File: src/hdl/gi_pkg.sv
// Shared types, constants and controller/datapath structs for the isomorphism checker.
`timescale 1ns / 1ps
package gi_pkg;

	localparam int MAX_VERTICES = 8;
	localparam int VIDX_W = $clog2(MAX_VERTICES);      // vertex index
	localparam int VCNT_W = 4;                         // vertex count register width
	localparam int LEVEL_W = $clog2(MAX_VERTICES + 1); // Search level, holds MAX_VERTICES
	localparam int CFG_ADDR_W = 2;
	localparam int CFG_DATA_W = 4;

	localparam logic [CFG_ADDR_W-1:0] REG_VERTICES_A = 2'd0;
	localparam logic [CFG_ADDR_W-1:0] REG_VERTICES_B = 2'd1;

	typedef enum logic [1:0] {
		OP_ADD_A = 2'd0,
		OP_ADD_B = 2'd1,
		OP_CLEAR = 2'd2,
		OP_CHECK = 2'd3
	} op_t;

	typedef enum logic [1:0] {
		ST_IDLE,
		ST_SEARCH,
		ST_DONE
	} state_t;

	typedef logic [MAX_VERTICES-1:0] row_t;
	typedef logic [VIDX_W-1:0] vidx_t;

	// Controller to datapath
	typedef struct packed {
		logic add_a;
		logic add_b;
		logic clear;
		logic start;
		logic step;
	} dp_cmd_t;

	// Datapath to controller
	typedef struct packed {
		logic fit;
		logic exhausted;
		logic sizes_differ;
	} dp_status_t;

endpackage

File: src/hdl/gi_if.sv
// Handshake channel interfaces: input items, results and configuration writes.
`timescale 1ns / 1ps
interface gi_item_if import gi_pkg::*; ();
	logic valid;
	logic ready;
	op_t op;
	logic [2:0] edge_from;
	logic [2:0] edge_to;

	modport source(output valid, output op, output edge_from, output edge_to, input ready);
	modport sink(input valid, input op, input edge_from, input edge_to, output ready);
endinterface

interface gi_result_if;
	logic valid;
	logic ready;
	logic is_isomorphic;
	logic sizes_differ;

	modport source(output valid, output is_isomorphic, output sizes_differ, input ready);
	modport sink(input valid, input is_isomorphic, input sizes_differ, output ready);
endinterface

interface gi_cfg_if import gi_pkg::*; ();
	logic valid;
	logic ready;
	logic [CFG_ADDR_W-1:0] addr;
	logic [CFG_DATA_W-1:0] data;

	modport source(output valid, output addr, output data, input ready);
	modport sink(input valid, input addr, input data, output ready);
endinterface

File: src/hdl/graph_isomorphism_brute_force.sv
// Top level of the brute-force graph isomorphism checker.
//
//  channel  role    payload                        beat taken when
//  item     sink    op, edge_from, edge_to         valid && ready
//  result   source  is_isomorphic, sizes_differ    valid && ready
//  cfg      sink    addr (0 vertices_a, 1 b), data valid (ready always high)
//
// Edge loads and clear are taken back to back.
// A check walks vertex permutations by single swaps, one level step per cycle
// and one full 8x8 matrix compare per permutation: item ready stays low through
// the walk, which ends early on the first match or on differing vertex counts.
// The result register frees the search side; a stalled result holds the next check.
// Reset clears both matrices and the vertex counts.
`timescale 1ns / 1ps
module graph_isomorphism_brute_force import gi_pkg::*; (
	input logic         clk,
	input logic         arst_n,
	gi_item_if.sink     item,
	gi_result_if.source result,
	gi_cfg_if.sink      cfg
);

	dp_cmd_t    cmd;
	dp_status_t status;
	logic       cfg_we;

	gi_ctrl u_ctrl (
		.clk        (clk),
		.arst_n     (arst_n),
		.item_valid (item.valid),
		.item_op    (item.op),
		.item_ready (item.ready),
		.cfg_valid  (cfg.valid),
		.cfg_ready  (cfg.ready),
		.cfg_we     (cfg_we),
		.res_valid  (result.valid),
		.res_ready  (result.ready),
		.res_iso    (result.is_isomorphic),
		.res_differ (result.sizes_differ),
		.cmd        (cmd),
		.status     (status)
	);

	gi_datapath u_datapath (
		.clk       (clk),
		.arst_n    (arst_n),
		.cmd       (cmd),
		.edge_from (item.edge_from),
		.edge_to   (item.edge_to),
		.cfg_we    (cfg_we),
		.cfg_addr  (cfg.addr),
		.cfg_data  (cfg.data),
		.status    (status)
	);

`ifndef NO_ASSERTIONS
	// A verdict is never both a match and a size mismatch
	a_verdict_excl: assert property (@(posedge clk) disable iff (!arst_n)
		result.valid |-> !(result.is_isomorphic && result.sizes_differ))
		else $error("result flags both set");

	// A check beat closes the input side for the search
	a_check_blocks: assert property (@(posedge clk) disable iff (!arst_n)
		(item.valid && item.ready && item.op == OP_CHECK) |=> !item.ready)
		else $error("input open right after check");

	// A fresh result only appears after search cycles
	a_result_after_search: assert property (@(posedge clk) disable iff (!arst_n)
		$rose(result.valid) |-> $past(!item.ready))
		else $error("result without search");

	// Search and step commands never overlap with loads
	a_cmd_excl: assert property (@(posedge clk) disable iff (!arst_n)
		$onehot0({cmd.add_a, cmd.add_b, cmd.clear, cmd.start, cmd.step}))
		else $error("overlapping datapath commands");
`endif

endmodule

File: src/hdl/gi_datapath.sv
// Datapath: adjacency matrices, vertex counts, permutation walker and match logic.
`timescale 1ns / 1ps
module gi_datapath import gi_pkg::*; (
	input  logic                  clk,
	input  logic                  arst_n,
	input  dp_cmd_t               cmd,
	input  logic [2:0]            edge_from,
	input  logic [2:0]            edge_to,
	input  logic                  cfg_we,
	input  logic [CFG_ADDR_W-1:0] cfg_addr,
	input  logic [CFG_DATA_W-1:0] cfg_data,
	output dp_status_t            status
);

	row_t adj_a_q [MAX_VERTICES];
	row_t adj_b_q [MAX_VERTICES];
	vidx_t perm_q [MAX_VERTICES];
	vidx_t swap_cnt_q [MAX_VERTICES];
	logic [LEVEL_W-1:0] level_q;
	logic [VCNT_W-1:0] vert_a_q;
	logic [VCNT_W-1:0] vert_b_q;
	logic [VCNT_W-1:0] n_q;
	logic differ_q;

	logic [VCNT_W-1:0] n_sat;
	vidx_t lvl;
	vidx_t swap_idx;
	logic can_swap;
	logic mismatch;

	// Vertex count registers
	always_ff @(posedge clk or negedge arst_n) begin
		if (!arst_n) begin
			vert_a_q <= '0;
			vert_b_q <= '0;
		end else if (cfg_we) begin
			case (cfg_addr)
				REG_VERTICES_A: vert_a_q <= cfg_data;
				REG_VERTICES_B: vert_b_q <= cfg_data;
				default: ;
			endcase
		end
	end

	// Adjacency matrices: set both symmetric bits, clear on command
	always_ff @(posedge clk or negedge arst_n) begin
		if (!arst_n) begin
			for (int r = 0; r < MAX_VERTICES; r++) begin
				adj_a_q[r] <= '0;
				adj_b_q[r] <= '0;
			end
		end else if (cmd.clear) begin
			for (int r = 0; r < MAX_VERTICES; r++) begin
				adj_a_q[r] <= '0;
				adj_b_q[r] <= '0;
			end
		end else if (cmd.add_a) begin
			adj_a_q[edge_from][edge_to] <= 1'b1;
			adj_a_q[edge_to][edge_from] <= 1'b1;
		end else if (cmd.add_b) begin
			adj_b_q[edge_from][edge_to] <= 1'b1;
			adj_b_q[edge_to][edge_from] <= 1'b1;
		end
	end

	// Saturate the search size
	assign n_sat = (vert_a_q > VCNT_W'(MAX_VERTICES)) ? VCNT_W'(MAX_VERTICES) : vert_a_q;

	// Single-swap permutation walk: one level decision per step
	assign lvl      = level_q[VIDX_W-1:0];
	assign can_swap = swap_cnt_q[lvl] < lvl;
	assign swap_idx = level_q[0] ? swap_cnt_q[lvl] : '0;

	always_ff @(posedge clk) begin
		if (cmd.start) begin
			for (int k = 0; k < MAX_VERTICES; k++) begin
				perm_q[k]     <= VIDX_W'(k);
				swap_cnt_q[k] <= '0;
			end
			level_q  <= LEVEL_W'(1);
			n_q      <= n_sat;
			differ_q <= vert_a_q != vert_b_q;
		end else if (cmd.step) begin
			if (can_swap) begin
				perm_q[swap_idx] <= perm_q[lvl];
				perm_q[lvl]      <= perm_q[swap_idx];
				swap_cnt_q[lvl]  <= swap_cnt_q[lvl] + 1'b1;
				level_q          <= LEVEL_W'(1);
			end else begin
				swap_cnt_q[lvl] <= '0;
				level_q         <= level_q + 1'b1;
			end
		end
	end

	// Compare every live adjacency bit of A with its mapped bit of B
	always_comb begin
		mismatch = 1'b0;
		for (int i = 0; i < MAX_VERTICES; i++) begin
			for (int j = 0; j < MAX_VERTICES; j++) begin
				if ((VCNT_W'(i) < n_q) && (VCNT_W'(j) < n_q) &&
						(adj_a_q[i][j] != adj_b_q[perm_q[i]][perm_q[j]]))
					mismatch = 1'b1;
			end
		end
	end

	assign status.fit          = !mismatch;
	assign status.exhausted    = VCNT_W'(level_q) >= n_q;
	assign status.sizes_differ = differ_q;

endmodule

File: src/hdl/gi_ctrl.sv
// Controller: handshakes, command decode, search sequencing and result register.
`timescale 1ns / 1ps
module gi_ctrl import gi_pkg::*; (
	input  logic       clk,
	input  logic       arst_n,
	input  logic       item_valid,
	input  op_t        item_op,
	output logic       item_ready,
	input  logic       cfg_valid,
	output logic       cfg_ready,
	output logic       cfg_we,
	output logic       res_valid,
	input  logic       res_ready,
	output logic       res_iso,
	output logic       res_differ,
	output dp_cmd_t    cmd,
	input  dp_status_t status
);

	state_t state_q, state_d;
	logic pend_iso_q, pend_differ_q;
	logic pend_load;
	logic pend_iso_d, pend_differ_d;
	logic out_valid_q, out_iso_q, out_differ_q;
	logic out_load;

	assign cfg_ready = 1'b1;
	assign cfg_we    = cfg_valid;

	// Hold state
	always_ff @(posedge clk or negedge arst_n) begin
		if (!arst_n)
			state_q <= ST_IDLE;
		else
			state_q <= state_d;
	end

	// Next state and commands
	always_comb begin
		state_d       = state_q;
		cmd           = '0;
		item_ready    = 1'b0;
		pend_load     = 1'b0;
		pend_iso_d    = 1'b0;
		pend_differ_d = 1'b0;
		out_load      = 1'b0;
		case (state_q)
			ST_IDLE: begin
				item_ready = 1'b1;
				if (item_valid) begin
					case (item_op)
						OP_ADD_A: cmd.add_a = 1'b1;
						OP_ADD_B: cmd.add_b = 1'b1;
						OP_CLEAR: cmd.clear = 1'b1;
						OP_CHECK: begin
							cmd.start = 1'b1;
							state_d   = ST_SEARCH;
						end
						default: ;
					endcase
				end
			end
			ST_SEARCH: begin
				if (status.sizes_differ) begin
					pend_load     = 1'b1;
					pend_differ_d = 1'b1;
					state_d       = ST_DONE;
				end else if (status.fit) begin
					pend_load  = 1'b1;
					pend_iso_d = 1'b1;
					state_d    = ST_DONE;
				end else if (status.exhausted) begin
					pend_load = 1'b1;
					state_d   = ST_DONE;
				end else begin
					cmd.step = 1'b1;
				end
			end
			ST_DONE: begin
				if (!out_valid_q || res_ready) begin
					out_load = 1'b1;
					state_d  = ST_IDLE;
				end
			end
			default: state_d = ST_IDLE;
		endcase
	end

	// Latch the verdict
	always_ff @(posedge clk) begin
		if (pend_load) begin
			pend_iso_q    <= pend_iso_d;
			pend_differ_q <= pend_differ_d;
		end
	end

	// Result register: drop on take, load when free
	always_ff @(posedge clk or negedge arst_n) begin
		if (!arst_n)
			out_valid_q <= 1'b0;
		else if (out_load)
			out_valid_q <= 1'b1;
		else if (res_ready)
			out_valid_q <= 1'b0;
	end

	always_ff @(posedge clk) begin
		if (out_load) begin
			out_iso_q    <= pend_iso_q;
			out_differ_q <= pend_differ_q;
		end
	end

	assign res_valid  = out_valid_q;
	assign res_iso    = out_iso_q;
	assign res_differ = out_differ_q;

endmodule
File: src/flat_wrapper.sv
// flat-port wrapper written by rule: the top's interface ports become plain ports
module graph_isomorphism_brute_force_flat import gi_pkg::*;
  (clk, arst_n, item_valid, item_op, item_edge_from, item_edge_to, item_ready, result_valid, result_is_isomorphic, result_sizes_differ, result_ready, cfg_valid, cfg_addr, cfg_data, cfg_ready);
  gi_item_if item_i ();
  gi_result_if result_i ();
  gi_cfg_if cfg_i ();
  input logic clk;
  input logic arst_n;
  input wire logic [$bits(item_i.valid)-1:0] item_valid;
  input wire logic [$bits(item_i.op)-1:0] item_op;
  input wire logic [$bits(item_i.edge_from)-1:0] item_edge_from;
  input wire logic [$bits(item_i.edge_to)-1:0] item_edge_to;
  output wire logic [$bits(item_i.ready)-1:0] item_ready;
  output wire logic [$bits(result_i.valid)-1:0] result_valid;
  output wire logic [$bits(result_i.is_isomorphic)-1:0] result_is_isomorphic;
  output wire logic [$bits(result_i.sizes_differ)-1:0] result_sizes_differ;
  input wire logic [$bits(result_i.ready)-1:0] result_ready;
  input wire logic [$bits(cfg_i.valid)-1:0] cfg_valid;
  input wire logic [$bits(cfg_i.addr)-1:0] cfg_addr;
  input wire logic [$bits(cfg_i.data)-1:0] cfg_data;
  output wire logic [$bits(cfg_i.ready)-1:0] cfg_ready;
  assign item_i.valid = item_valid;
  assign item_i.op = item_op;
  assign item_i.edge_from = item_edge_from;
  assign item_i.edge_to = item_edge_to;
  assign item_ready = item_i.ready;
  assign result_valid = result_i.valid;
  assign result_is_isomorphic = result_i.is_isomorphic;
  assign result_sizes_differ = result_i.sizes_differ;
  assign result_i.ready = result_ready;
  assign cfg_i.valid = cfg_valid;
  assign cfg_i.addr = cfg_addr;
  assign cfg_i.data = cfg_data;
  assign cfg_ready = cfg_i.ready;
  graph_isomorphism_brute_force u_core (.clk(clk), .arst_n(arst_n), .item(item_i), .result(result_i), .cfg(cfg_i));
endmodule
File: config.mk
export PLATFORM = sky130hd
export DESIGN_NAME = graph_isomorphism_brute_force_flat
export DESIGN_NICKNAME = d
export VERILOG_FILES = /design/src/hdl/gi_pkg.sv /design/src/hdl/gi_if.sv /design/src/hdl/graph_isomorphism_brute_force.sv /design/src/hdl/gi_datapath.sv /design/src/hdl/gi_ctrl.sv /design/src/flat_wrapper.sv
export SDC_FILE = /design/constraint.sdc
export NUM_CORES = 1
export LEC_CHECK = 0
export BUFFER_PORTS_ARGS = -buffer_cell sky130_fd_sc_hd__buf_2
export CORE_MARGIN = 3
export CORE_UTILIZATION = 60
export CTS_CLUSTER_DIAMETER = 80
export CTS_CLUSTER_SIZE = 14
export DETAILED_ROUTE_END_ITERATION = 6
export GPL_ROUTABILITY_DRIVEN = 1
export PLACE_DENSITY = 0.78
export SETUP_SLACK_MARGIN = 0.3
export SYNTH_ARGS = -nofsm -noshare
export SYNTH_HDL_FRONTEND = slang
export SYNTH_HIERARCHICAL = 1
export SYNTH_SLANG_ARGS = --single-unit
File: constraint.sdc
create_clock -name clk -period 6.73 [get_ports clk]
set_input_delay 1.346 -clock clk [delete_from_list [all_inputs] [get_ports clk]]
set_output_delay 1.346 -clock clk [all_outputs]
set_load 0.01 [all_outputs]
==> results.md <==
* Status: finished with violations
* Violated checks: DRC
* Cts hold-fix bufs at 0
* R2R Path End: u_core/u_datapath/perm_q[7][1]
* Rel. slew slack at 6.69%
* Core Box Area at 29100 sq um
* Hpwl dp at 55.8 mm
* Main synth FF type: dfrtp_1
* Chip Width at 179 um
* Post-Syn Area at 17900 sq um
* R2r setup slk at 0.45 ns
* I/O pins at 24
* Final Hold Slack at 0.425 ns
* Vias at 17400
* CP most frequent cell: nand2_1
* Post CTS Setup Buffer Count at 0
* Clock Path Buffers at 3
* Die Area at 32000 sq um
* Req. time, crit path at 6.97 ns
* First-pass GRT wire length at 112 mm
* Pwr dens at 201 nW/um^2
* Final instance area at 19300 sq um
* Max Cap Viol at 0
* Pin count of the biggest net entering global routing at 76
* Util after Layout at 66.3%
* HP Start: u_core/u_ctrl/pend_differ_q
* DR vias/cell at 7.91
* Cells after Synth at 1803
* Seq cells post-synth at 203
* Post-synthesis sequential area ratio at 29.7%
* Slowest CP cell: edfxtp_1
* Final period utilization at 93.4%
* Reg2reg path depth at 20
* TNS Setup at 0 ns
* CTS resizes at 0
* Area contributors post-synth: mux4_2 21%, dfrtp_1 19%, edfxtp_1 9.5%
* Filler cells at 2313
* Crit path cell chain: and2_1 -> a22oi_1 -> nand2_1 -> o22ai_1 -> nor4_1 -> xor2_1 -> nand4_1 -> a2111oi_0 -> nand4_1 -> nor4b_2 -> buf_4 -> nor4_2 -> nor2b_1 -> buf_12 -> nand2_1 -> nor3_1 -> buf_4 -> or3_1 -> o21ai_0 -> nand2_1
* Iteration count of the initial detailed-routing pass at 7
* Pleak at 8.09 nW
* Highest Clock Rate at 0.159 GHz
* Final WL at 77.8 mm
* Initial core utilization at 61.6%
* H-tree depth at 1
* Worst skew pair latency at 0.53 ns
* Aggregate global-route resource usage at 48.7%
* Clk sink count at 203
* RSZ-0062 raised after global routing: false
* Placed Area at 18800 sq um
* Number of synthesized flops with an enable pin at 57
* Asr flop ratio synth at 68.5%
* Warnings from Yosys at 6
* DR WL/cell at 35.4 um
* Worst r2r src: u_core/u_datapath/perm_q[1][2]
* Clk slew on worst S/H paths at 0.07 ns
* Layout area overhead at 7.66%
* Fin crit period at 6.28 ns
* I/O Buffers at 22
* Hold path cells at 0
* Worst Hold Class: reg -> reg
* Vias in the first global route at 16600
* Final GP Congestion at 1.11
* CP Class: reg -> reg
* CP max FO at 20
* Distinct cells, synth at 84
* CP Capture Type: flip-flop
* Final Hold Fails at 0
* Avg Synthesized Cell Area at 9.94 sq um
* Final setup fails at 0
* Site row count at 62
* Worst-Margin Slew at 1.36 ns
* Slew Limit Fails at 0
* DRT iter0 DRCs at 3060
* CP max stage delay at 1.10 ns
* Fin nets at 1829
* Num CTS Buffers at 19
* Vert. Die Dim at 179 um
* Clock Skews at 0.0316 ns
* Post-synth top area cell: mux4_2
* Startpoint Class: flip-flop
* Synth Net Count at 1830
* Peak supply drop at 0.239 mV
* Worst Path Arrival at 6.53 ns
* Hold endpoint: u_core/u_ctrl/res_differ
* DRC at 6
* Area fraction of the dominant cell type after synthesis at 21.0%
* Layout cells sized above 1 at 21.4%
* Antenna-violating nets left at 0
* Grt ovf at 0
* Root Buffer: clkbuf_16
* Initial antenna violation count at 3
* CTS tree: done
[Yosys cell counts (all sizes together), types with 4 or more instances]
library cell  instances
mux2i               138
a32oi                 6
xnor2                53
xor2                 41
buf                  58
nor3                 29
a211oi               19
nand2               108
a2111oi               5
nand2b               25
nand3                31
or3                   8
a22o                  4
nand3b                8
o211ai                7
o31ai                 6
o21bai                5
o32ai                 6
o21ai                41
a221oi                8
clkbuf              104
nor2                256
ha                    8
edfxtp               57
nor2b                26
dfxtp                 7
and2                 12
mux2                 40
a21oi               169
a22oi                37
mux4                174
nor3b                 8
nor4                 16
dfrtp               139
inv                  20
o22ai                52
and3                  8
nand4                 8
a31oi                10
or2                   5
[worst max-delay path, delay by kind of cell, from the launching register on]
family,cells,cell delay (ns)
simple gates,12,3.31
flops,1,1.10
compound gates,4,0.86
buf+inv,3,0.51
xor+xnor,1,0.19
[registers in the layout, summed over array words and instances (netlist names), 2 cells and up, named ones only]
signal and count:
u_core/u_datapath/perm_q 24, u_core/u_datapath/vert_a_q 4, u_core/u_ctrl/state_q 2, u_core/u_datapath/vert_b_q 4, u_core/u_datapath/adj_a_q 64, u_core/u_datapath/swap_cnt_q 24, u_core/u_datapath/adj_b_q 64, u_core/u_datapath/level_q 4
u_core/u_datapath/n_q 4
[metal layers]
layer	routed length (um)	up-vias	GRT usage [%]
met5	326	-	5.61
met4	5860	12	27.2
met3	13200	411	22.2
met2	31700	1661	67.3
met1	26700	8440	63.0
li1	-	6844	-
[area by class of cell]
class / count / area (sq um) / share of cell area [%]
Timing Repair Buffer: 140 / 1080 / 5.58
Tap cell: 384 / 480 / 2.49
Multi-Input combinational cell: 1415 / 11800 / 61.1
Antenna cell: 3 / 7.51 / 0.0389
Sequential cell: 203 / 5330 / 27.6
Inverter: 23 / 86.3 / 0.447
Clock buffer: 24 / 494 / 2.56
Clock inverter: 4 / 37.5 / 0.195
[metrics by stage]
step,instances,worst slack (ns),power [mW]
floorplan,1803,1.93,2.34
global placement,2165,0.841,2.77
detailed placement,2165,0.869,2.80
CTS,2193,0.848,3.78
global route,2193,0.441,3.97
finish,2196,0.446,3.87
[logic make-up (layout without fill, tap and decap cells)]
logic type	after synthesis	after routing	synth area share, %
flops	203	203	29.7
other cells	1	4	0.0209
xor+xnor	94	94	4.59
simple gates	558	558	14.3
buf+inv	185	191	4.59
compound gates	402	402	13.9
fa+ha+maj	8	8	0.558
mux	352	352	32.3
[how the worst max path moves through the flow]
| stage | from | endpoint | slack (ns) | cells past startpoint |
|---|---|---|---|---|
| floorplan | u_core/u_datapath/perm_q[6][0] | u_core/u_datapath/perm_q[7][1] | 1.93 | 20 |
| global placement | u_core/u_datapath/perm_q[5][0] | u_core/u_datapath/perm_q[7][1] | 0.84 | 22 |
| detailed placement | u_core/u_datapath/perm_q[1][2] | u_core/u_datapath/perm_q[7][1] | 0.87 | 20 |
| CTS | u_core/u_datapath/perm_q[1][2] | u_core/u_datapath/perm_q[7][1] | 0.85 | 20 |
| global route | u_core/u_datapath/perm_q[5][0] | u_core/u_datapath/perm_q[4][1] | 0.44 | 21 |
| finish | u_core/u_datapath/perm_q[1][2] | u_core/u_datapath/perm_q[7][1] | 0.45 | 20 |
[report_power, final]
part	switching [mW]	total, mW	internal, mW
clock network	0.479	1.00	0.522
registers	0.203	1.55	1.35
logic	0.832	1.32	0.484
total	1.51	3.87	2.36
[placed cells by master, fill, tap and decap left out, drive strengths merged, types with 6 or more instances in the layout]
master  synthesis  layout
a32oi           6       6
or3             8       8
nand2b         25      25
mux2           40      40
buf            58     140
a31oi          10      10
inv            20      22
and3            8       8
nor4           16      16
edfxtp         57      57
dfxtp           7       7
nand3          31      31
a211oi         19      19
o31ai           6       6
nor3           29      29
a221oi          8       8
nand4           8       8
mux4          174     174
nor2b          26      26
xor2           41      41
o32ai           6       6
o211ai          7       7
o21ai          41      41
nand3b          8       8
nand2         108     108
clkbuf        104      24
and2           12      12
nor2          256     256
ha              8       8
xnor2          53      53
mux2i         138     138
dfrtp         139     139
a22oi          37      37
o22ai          52      52
nor3b           8       8
a21oi         169     169
Note: power is estimated with default switching activity, not from simulation.
